**config.mk**
```make
export PLATFORM = sky130hd
export DESIGN_NAME = pid_speed_controller
export DESIGN_NICKNAME = d
export VERILOG_FILES = /design/src/psc_pkg.sv /design/src/psc_update.sv /design/src/pid_speed_controller.sv
export SDC_FILE = /design/constraint.sdc
export NUM_CORES = 2
export LEC_CHECK = 0
export ABC_CLOCK_PERIOD_IN_PS = 20400
export BUFFER_PORTS_ARGS = -buffer_cell sky130_fd_sc_hd__buf_2
export CAP_MARGIN = 30
export CORE_AREA = 2 2 260 262
export CTS_CLUSTER_DIAMETER = 120
export CTS_CLUSTER_SIZE = 25
export DETAILED_ROUTE_END_ITERATION = 8
export DIE_AREA = 0 0 262 264
export PLACE_DENSITY_LB_ADDON = 0.15
export SLEW_MARGIN = 25
export SYNTH_ARGS = -nofsm -noshare
export SYNTH_HDL_FRONTEND = slang
export SYNTH_HIERARCHICAL = 1
export SYNTH_SLANG_ARGS = --single-unit
export TNS_END_PERCENT = 20
```
**constraint.sdc**
```tcl
create_clock -name clk -period 20.4 [get_ports clk]
set_clock_uncertainty 0.15 [all_clocks]
set_input_delay 3.06 -clock clk [delete_from_list [all_inputs] [get_ports clk]]
set_output_delay 3.06 -clock clk [all_outputs]
set_load 0.05 [all_outputs]
```
**src/psc_pkg.sv**
```systemverilog
// Shared types, widths and register codes for the PID speed controller.
package psc_pkg;

    localparam int SPEED_W    = 16;
    localparam int GAIN_W     = 16;
    localparam int LIMIT_W    = 7;
    localparam int CFG_IDX_W  = 2;
    localparam int CFG_DATA_W = 16;
    localparam int ERR_W      = SPEED_W + 1;
    localparam int INTEG_W    = 8;
    localparam int ACC_W      = ERR_W + 1;
    localparam int DERIV_W    = ERR_W + 1;
    localparam int DUTY_W     = 8;
    localparam int FRAC_W     = 8;

    localparam int PROD_P_W = GAIN_W + ERR_W;
    localparam int PROD_I_W = GAIN_W + INTEG_W;
    localparam int PROD_D_W = GAIN_W + DERIV_W;
    localparam int SUM_W    = PROD_D_W + 2;

    localparam logic [LIMIT_W-1:0] LIMIT_RESET = LIMIT_W'(100);

    typedef enum logic [CFG_IDX_W-1:0] {
        REG_GAIN_P         = 2'd0,
        REG_GAIN_I         = 2'd1,
        REG_GAIN_D         = 2'd2,
        REG_INTEGRAL_LIMIT = 2'd3
    } psc_reg_idx_t;

    // Terms handed from the error stage to the multiply stage.
    typedef struct packed {
        logic signed [ERR_W-1:0]   err;
        logic signed [INTEG_W-1:0] acc;
        logic signed [DERIV_W-1:0] deriv;
    } psc_terms_t;

endpackage

```
**src/psc_update.sv**
```systemverilog
// Error stage: forms the error, the clamped integral and the derivative, and holds the loop state.
module psc_update
    import psc_pkg::*;
(
    input  logic                      clk,
    input  logic                      rst_n,
    input  logic                      load,
    input  logic signed [SPEED_W-1:0] target_speed,
    input  logic signed [SPEED_W-1:0] measured_speed,
    input  logic [LIMIT_W-1:0]        integral_limit,
    output psc_terms_t                terms
);

    logic signed [INTEG_W-1:0] integral_reg;
    logic signed [ERR_W-1:0]   prev_err_reg;
    psc_terms_t                terms_reg;
    psc_terms_t                terms_next;

    logic signed [ERR_W-1:0] err;
    logic signed [ACC_W-1:0] acc_full;
    logic signed [ACC_W-1:0] acc_clamped;
    logic signed [ACC_W-1:0] lim;

    always_comb
    begin
        err      = ERR_W'(target_speed) - ERR_W'(measured_speed);
        acc_full = ACC_W'(integral_reg) + ACC_W'(err);
        lim      = signed'(ACC_W'(integral_limit));
        // The sum is held at full width, so clamping never sees a wrapped value.
        if (acc_full > lim)
        begin
            acc_clamped = lim;
        end
        else if (acc_full < -lim)
        begin
            acc_clamped = -lim;
        end
        else
        begin
            acc_clamped = acc_full;
        end
        terms_next.err   = err;
        terms_next.acc   = INTEG_W'(acc_clamped);
        terms_next.deriv = DERIV_W'(err) - DERIV_W'(prev_err_reg);
    end

    always_ff @(posedge clk or negedge rst_n)
    begin
        if (!rst_n)
        begin
            integral_reg <= '0;
            prev_err_reg <= '0;
        end
        else if (load)
        begin
            integral_reg <= terms_next.acc;
            prev_err_reg <= terms_next.err;
        end
    end

    always_ff @(posedge clk)
    begin
        if (load)
        begin
            terms_reg <= terms_next;
        end
    end

    assign terms = terms_reg;

endmodule

```
**src/pid_speed_controller.sv**
```systemverilog
// Top level of the PID speed controller with integral clamp.
//
// Usage: each input beat carries one control sample (target_speed and
// measured_speed, signed). The block forms the error, accumulates it into an
// integral clamped to plus or minus integral_limit, takes the difference to
// the previous error, and returns Kp*e + Ki*i + Kd*d with signed Q8.8 gains,
// floored by 2^8 and saturated to 0..255 as drive_duty, together with the
// speed_error of that sample. Every input beat gives exactly one output beat.
// An accepted input beat passes the error stage, the multiply stage (three
// independent multipliers) and the sum and saturate stage, each ending in a
// register, before out_valid. Throughput is one beat per cycle unless
// out_stall holds it; the integral and previous-error update keeps pace.
// When out_stall is held, the result stays on the outputs and the pipeline
// keeps filling; in_stall rises only once all three stages hold a beat.
// Gains and the limit must be written through the cfg port only while the
// block is idle, which it does not enforce. Reset clears the pipeline, the
// integral and previous error, zeroes the gains, sets the integral limit to 100.
module pid_speed_controller
    import psc_pkg::*;
(
    input  logic                        clk,
    input  logic                        rst_n,
    input  logic                        cfg_write,
    input  logic [CFG_IDX_W-1:0]        cfg_index,
    input  logic [CFG_DATA_W-1:0]       cfg_data,
    input  logic                        in_valid,
    output logic                        in_stall,
    input  logic signed [SPEED_W-1:0]   target_speed,
    input  logic signed [SPEED_W-1:0]   measured_speed,
    output logic                        out_valid,
    input  logic                        out_stall,
    output logic [DUTY_W-1:0]           drive_duty,
    output logic signed [ERR_W-1:0]     speed_error
);

    // Configuration registers.
    logic signed [GAIN_W-1:0] gain_p_reg;
    logic signed [GAIN_W-1:0] gain_i_reg;
    logic signed [GAIN_W-1:0] gain_d_reg;
    logic [LIMIT_W-1:0]       limit_reg;

    always_ff @(posedge clk or negedge rst_n)
    begin
        if (!rst_n)
        begin
            gain_p_reg <= '0;
            gain_i_reg <= '0;
            gain_d_reg <= '0;
            limit_reg  <= LIMIT_RESET;
        end
        else if (cfg_write)
        begin
            case (psc_reg_idx_t'(cfg_index))
                REG_GAIN_P:         gain_p_reg <= signed'(GAIN_W'(cfg_data));
                REG_GAIN_I:         gain_i_reg <= signed'(GAIN_W'(cfg_data));
                REG_GAIN_D:         gain_d_reg <= signed'(GAIN_W'(cfg_data));
                REG_INTEGRAL_LIMIT: limit_reg  <= LIMIT_W'(cfg_data);
                default:            ;
            endcase
        end
    end

    // Stage occupancy and the ready chain. A stage moves on when the one after
    // it is empty or moving on itself in the same cycle.
    logic v1_reg, v2_reg, v3_reg;
    logic ready1, ready2, ready3;
    logic in_accept;

    assign ready3    = !v3_reg || !out_stall;
    assign ready2    = !v2_reg || ready3;
    assign ready1    = !v1_reg || ready2;
    assign in_stall  = !ready1;
    assign in_accept = in_valid && ready1;

    always_ff @(posedge clk or negedge rst_n)
    begin
        if (!rst_n)
        begin
            v1_reg <= 1'b0;
            v2_reg <= 1'b0;
            v3_reg <= 1'b0;
        end
        else
        begin
            if (ready1)
            begin
                v1_reg <= in_accept;
            end
            if (ready2)
            begin
                v2_reg <= v1_reg;
            end
            if (ready3)
            begin
                v3_reg <= v2_reg;
            end
        end
    end

    // Stage one: error, clamped integral and derivative; the loop state
    // advances on every accepted beat.
    psc_terms_t terms;

    psc_update u_update
    (
        .clk            (clk),
        .rst_n          (rst_n),
        .load           (in_accept),
        .target_speed   (target_speed),
        .measured_speed (measured_speed),
        .integral_limit (limit_reg),
        .terms          (terms)
    );

    // Stage two: the three products, each registered.
    logic signed [PROD_P_W-1:0] prod_p_reg;
    logic signed [PROD_I_W-1:0] prod_i_reg;
    logic signed [PROD_D_W-1:0] prod_d_reg;
    logic signed [ERR_W-1:0]    err2_reg;
    logic                       load2;

    assign load2 = v1_reg && ready2;

    always_ff @(posedge clk)
    begin
        if (load2)
        begin
            prod_p_reg <= PROD_P_W'(gain_p_reg) * PROD_P_W'(terms.err);
            prod_i_reg <= PROD_I_W'(gain_i_reg) * PROD_I_W'(terms.acc);
            prod_d_reg <= PROD_D_W'(gain_d_reg) * PROD_D_W'(terms.deriv);
            err2_reg   <= terms.err;
        end
    end

    // Stage three: sum, floor by 2^8 and saturate to the duty range. The
    // arithmetic shift floors toward minus infinity, so any negative sum ends
    // at zero and any shifted value of 256 or more ends at full duty.
    logic signed [SUM_W-1:0] sum;
    logic [DUTY_W-1:0]       duty_next;
    logic [DUTY_W-1:0]       duty_reg;
    logic signed [ERR_W-1:0] err3_reg;
    logic                    load3;

    assign load3 = v2_reg && ready3;

    always_comb
    begin
        sum = SUM_W'(prod_p_reg) + SUM_W'(prod_i_reg) + SUM_W'(prod_d_reg);
        if (sum[SUM_W-1])
        begin
            duty_next = '0;
        end
        else if (|sum[SUM_W-2:FRAC_W+DUTY_W])
        begin
            duty_next = '1;
        end
        else
        begin
            duty_next = sum[FRAC_W+DUTY_W-1:FRAC_W];
        end
    end

    always_ff @(posedge clk)
    begin
        if (load3)
        begin
            duty_reg <= duty_next;
            err3_reg <= err2_reg;
        end
    end

    assign out_valid   = v3_reg;
    assign drive_duty  = duty_reg;
    assign speed_error = err3_reg;

endmodule

```
==> summary.txt <==
Synthesis
  • Synthesized net count: 5005
  • Mean Syn Cell Area: 10.0 µm²
  • Post-synth EDFFs: 176
  • Post-synthesis mux area share: 2.02%
  • Synth Area in Compound Gates: 7.15%
  • FF+latch count, synth: 259
  • Synth Area in XOR/XNOR: 3.16%
  • Asr flop ratio synth: 32.0%
  • Top_reg_cell synth: edfxtp_1
  • Post-Synth Adder-Cell Area: 46.1%
  • Area of the mapped netlist: 39400 µm²
  • Post-synthesis sequential area ratio: 18.7%
  • Distinct cells, synth: 88
  • Main combinational cell family by area after synthesis: adder cells
  • Synth Area in Simple Gates: 14.3%
  • Cells after Synth: 3922
  • Yosys warnings: 6

Setup path
  • WP data required: 20.53 ns
  • Register-to-Register Path Depth: 21
  • Crit Path Category: in2reg
  • CP Launch Type: primary input
  • Reg2reg end: prod_d_reg[32]$_DFFE_PP_
  • Crit path DAT: 8.98 ns
  • Reg2reg setup slack: 12.49 ns
  • Reg-to-Reg Start: u_update/terms[7]$_DFFE_PP_
  • Crit Path Max Fanout: 10
  • Crit end category: flip-flop

Route
  • DRT iter0 DRCs: 1984
  • Routed wire length: 93300 µm
  • DR vias: 26700
  • Drc violations: 0
  • Routed Antenna Nets: 0
  • Wire length per cell: 19.4 µm
  • DRT Pass-1 Iters: 5
  • Via density per instance: 5.55

Clock network
  • H-tree depth: 1
  • Hold_buf cts: 0
  • Post_cts resized: 0
  • Post-CTS Setup Bufs: 0
  • CTS buffer count: 14
  • Worst skew pair latency: 0.53 ns
  • Clk root buf: clkbuf_16
  • CTS clk-pin slew, worst paths: 0.10 ns
  • TritonCTS clock tree: built
  • Worst-case clock buffer depth: 3
  • Clock sink total: 259

Die
  • Core ar.: 66600 µm²
  • Starting Density: 59.2%
  • Die Span X: 262 µm
  • Ports: 82
  • Die Y: 264 µm
  • FP Rows: 95
  • Die ar.: 69200 µm²

Global routing
  • Vias in the first global route: 28500
  • Grt ovf: 0
  • Initial antenna violation count: 2
  • Largest net degree at the start of global routing: 77
  • First-pass GRT wire length: 154000 µm
  • Gr usage total: 28.7%

Place
  • DP Wirelength: 75500 µm
  • PortBufs: 81
  • Placed cells: 4790
  • Final Wtd Congestion: 0.880

Timing
  • Final Hold Vio Count: 0
  • Unrepaired setup endpoints after global routing: false
  • # setup viols final: 0
  • Fmax: 113 MHz
  • Final critical-path required period: 8.86 ns
  • Tightest Pin Transition: 1.04 ns
  • Fin crit share: 43.4%
  • Slew margin rel.: 30.9%
  • Final Max Slew Viols: 0
  • Total Neg Setup Slack: 0 ns

Layout
  • Synth-to-Final Area Change: 4.37%
  • Area of the multi-input gates: 28700 µm²
  • Layout Cells excl Fill: 4816
  • Max reg flops: 43
  • Most frequent cells in the layout: 785 x inv_1, 705 x fa_1, 385 x nand2_1, 355 x and2_1, 323 x ha_1
  • Leading cell type in the layout, fill and taps excluded: inv_1
  • Share of cells above drive strength 1: 6.09%
  • Register area: 7370 µm²
  • Nets: 5017
  • Filler cells: 5722

Worst hold path
  • Hold depth: 0
  • Hold Startpoint: err2_reg[2]$_DFFE_PP_
  • Hold Path End: speed_error[2]$_DFFE_PP_
  • HP Class: reg2reg

Flow run
  • Max-Cap Viols: 0

Outcome
  • Status: finished clean
## critical path, cell delays in order
cell and delay (ns):
buf_2 0.08, inv_1 0.03, ha_1 0.28, fa_1 0.44
nor2b_1 0.12, o21ai_0 0.11, a21boi_0 0.28, o21ai_0 0.14
a21boi_0 0.30, o21ai_0 0.12, nand2b_1 0.09, xor2_1 0.28
ha_1 0.36, a21oi_1 0.31, o211ai_1 0.21, or3_1 0.42
and2_1 0.18, ha_1 0.28, nand2_1 0.08, a211o_1 0.22
a21oi_1 0.18, o2111ai_1 0.15, a21oi_1 0.19, o21ai_2 0.10
maj3_4 0.41, or2_2 0.30, a21boi_1 0.18, nor2_1 0.08
## area by class of cell
type / instances / share of cell area, %
inverter: 786 / 7.18
clock buffer: 22 / 0.977
clock inverter: 2 / 0.0487
multi-input combinational: 2770 / 69.8
sequential: 259 / 17.9
timing repair buffer: 103 / 1.45
antenna: 1 / 0.00609
tap: 873 / 2.66
## synth_stat cells, types with 9 or more instances
master / number / share of area, %
nand3_1: 34 / 0.43
xor2_1: 36 / 0.80
nand4_1: 9 / 0.14
a211oi_1: 14 / 0.27
fa_1: 705 / 36
nor3_1: 39 / 0.50
clkbuf_1: 101 / 0.96
o21bai_1: 12 / 0.23
o21ai_0: 80 / 1.0
o31ai_1: 9 / 0.17
mux2_2: 61 / 1.7
o211ai_1: 13 / 0.25
nand2b_1: 46 / 0.73
o21a_1: 22 / 0.42
and2_1: 357 / 5.7
a21o_1: 35 / 0.67
ha_1: 323 / 10
nor4_1: 13 / 0.21
a21boi_0: 10 / 0.19
a31oi_1: 19 / 0.30
inv_1: 785 / 7.5
or2_2: 13 / 0.21
or3_1: 17 / 0.27
nor2b_1: 28 / 0.44
and3_1: 15 / 0.24
edfxtp_1: 176 / 13
dfrtp_1: 80 / 5.1
xnor2_1: 106 / 2.4
a21oi_1: 114 / 1.4
nor2_1: 127 / 1.2
nand2_1: 385 / 3.7
## metal layers
layer | track usage, % | vias up | part of all wire (%)
met4 | 6.57 | 0 | 2.8
li1 | - | 12300 | -
met3 | 2.81 | 102 | 5.6
met2 | 47.8 | 761 | 48
met5 | 0 | - | 0
met1 | 40.8 | 13600 | 44
## through the flow
stage                     hold slack (ns)  utilization (%)  cell area [µm²]  setup WS [ns]
after floorplan                     0.250                -            39400          11.92
after global placement              0.251             61.1            40700          11.18
after detailed placement            0.255             61.1            40700          11.02
after CTS                           0.277             61.7            41100          11.55
after global routing                0.283             61.8            41100          10.99
final                               0.270             61.8            41100          11.54
## cell families (layout without fill, tap and decap cells)
| group | after synthesis | count (layout) |
|---|---|---|
| AOI/OAI and AO/OA | 418 | 418 |
| xor gates and xnor gates | 142 | 142 |
| adders and majority gates | 1030 | 1030 |
| buffers and inverters | 893 | 913 |
| DFF | 259 | 259 |
| muxes | 71 | 71 |
| other | 0 | 1 |
| and+or+nand+nor | 1109 | 1109 |
## how the worst max path moves through the flow
stage                    startpoint                                    to  slack [ns]
finish              target_speed[0]          u_update/terms[20]$_DFFE_PP_       11.54
CTS                 target_speed[0]          u_update/terms[20]$_DFFE_PP_       11.55
detailed placement  target_speed[0]          u_update/terms[20]$_DFFE_PP_       11.02
global placement    target_speed[0]          u_update/terms[20]$_DFFE_PP_       11.18
floorplan           target_speed[0]  u_update/integral_reg[1]$_DFFE_PN0P_       11.92
global route        target_speed[0]          u_update/terms[20]$_DFFE_PP_       10.99
Power is not shown: default switching activity piles up to over one toggle a cycle in this logic, so the estimate is an artifact.
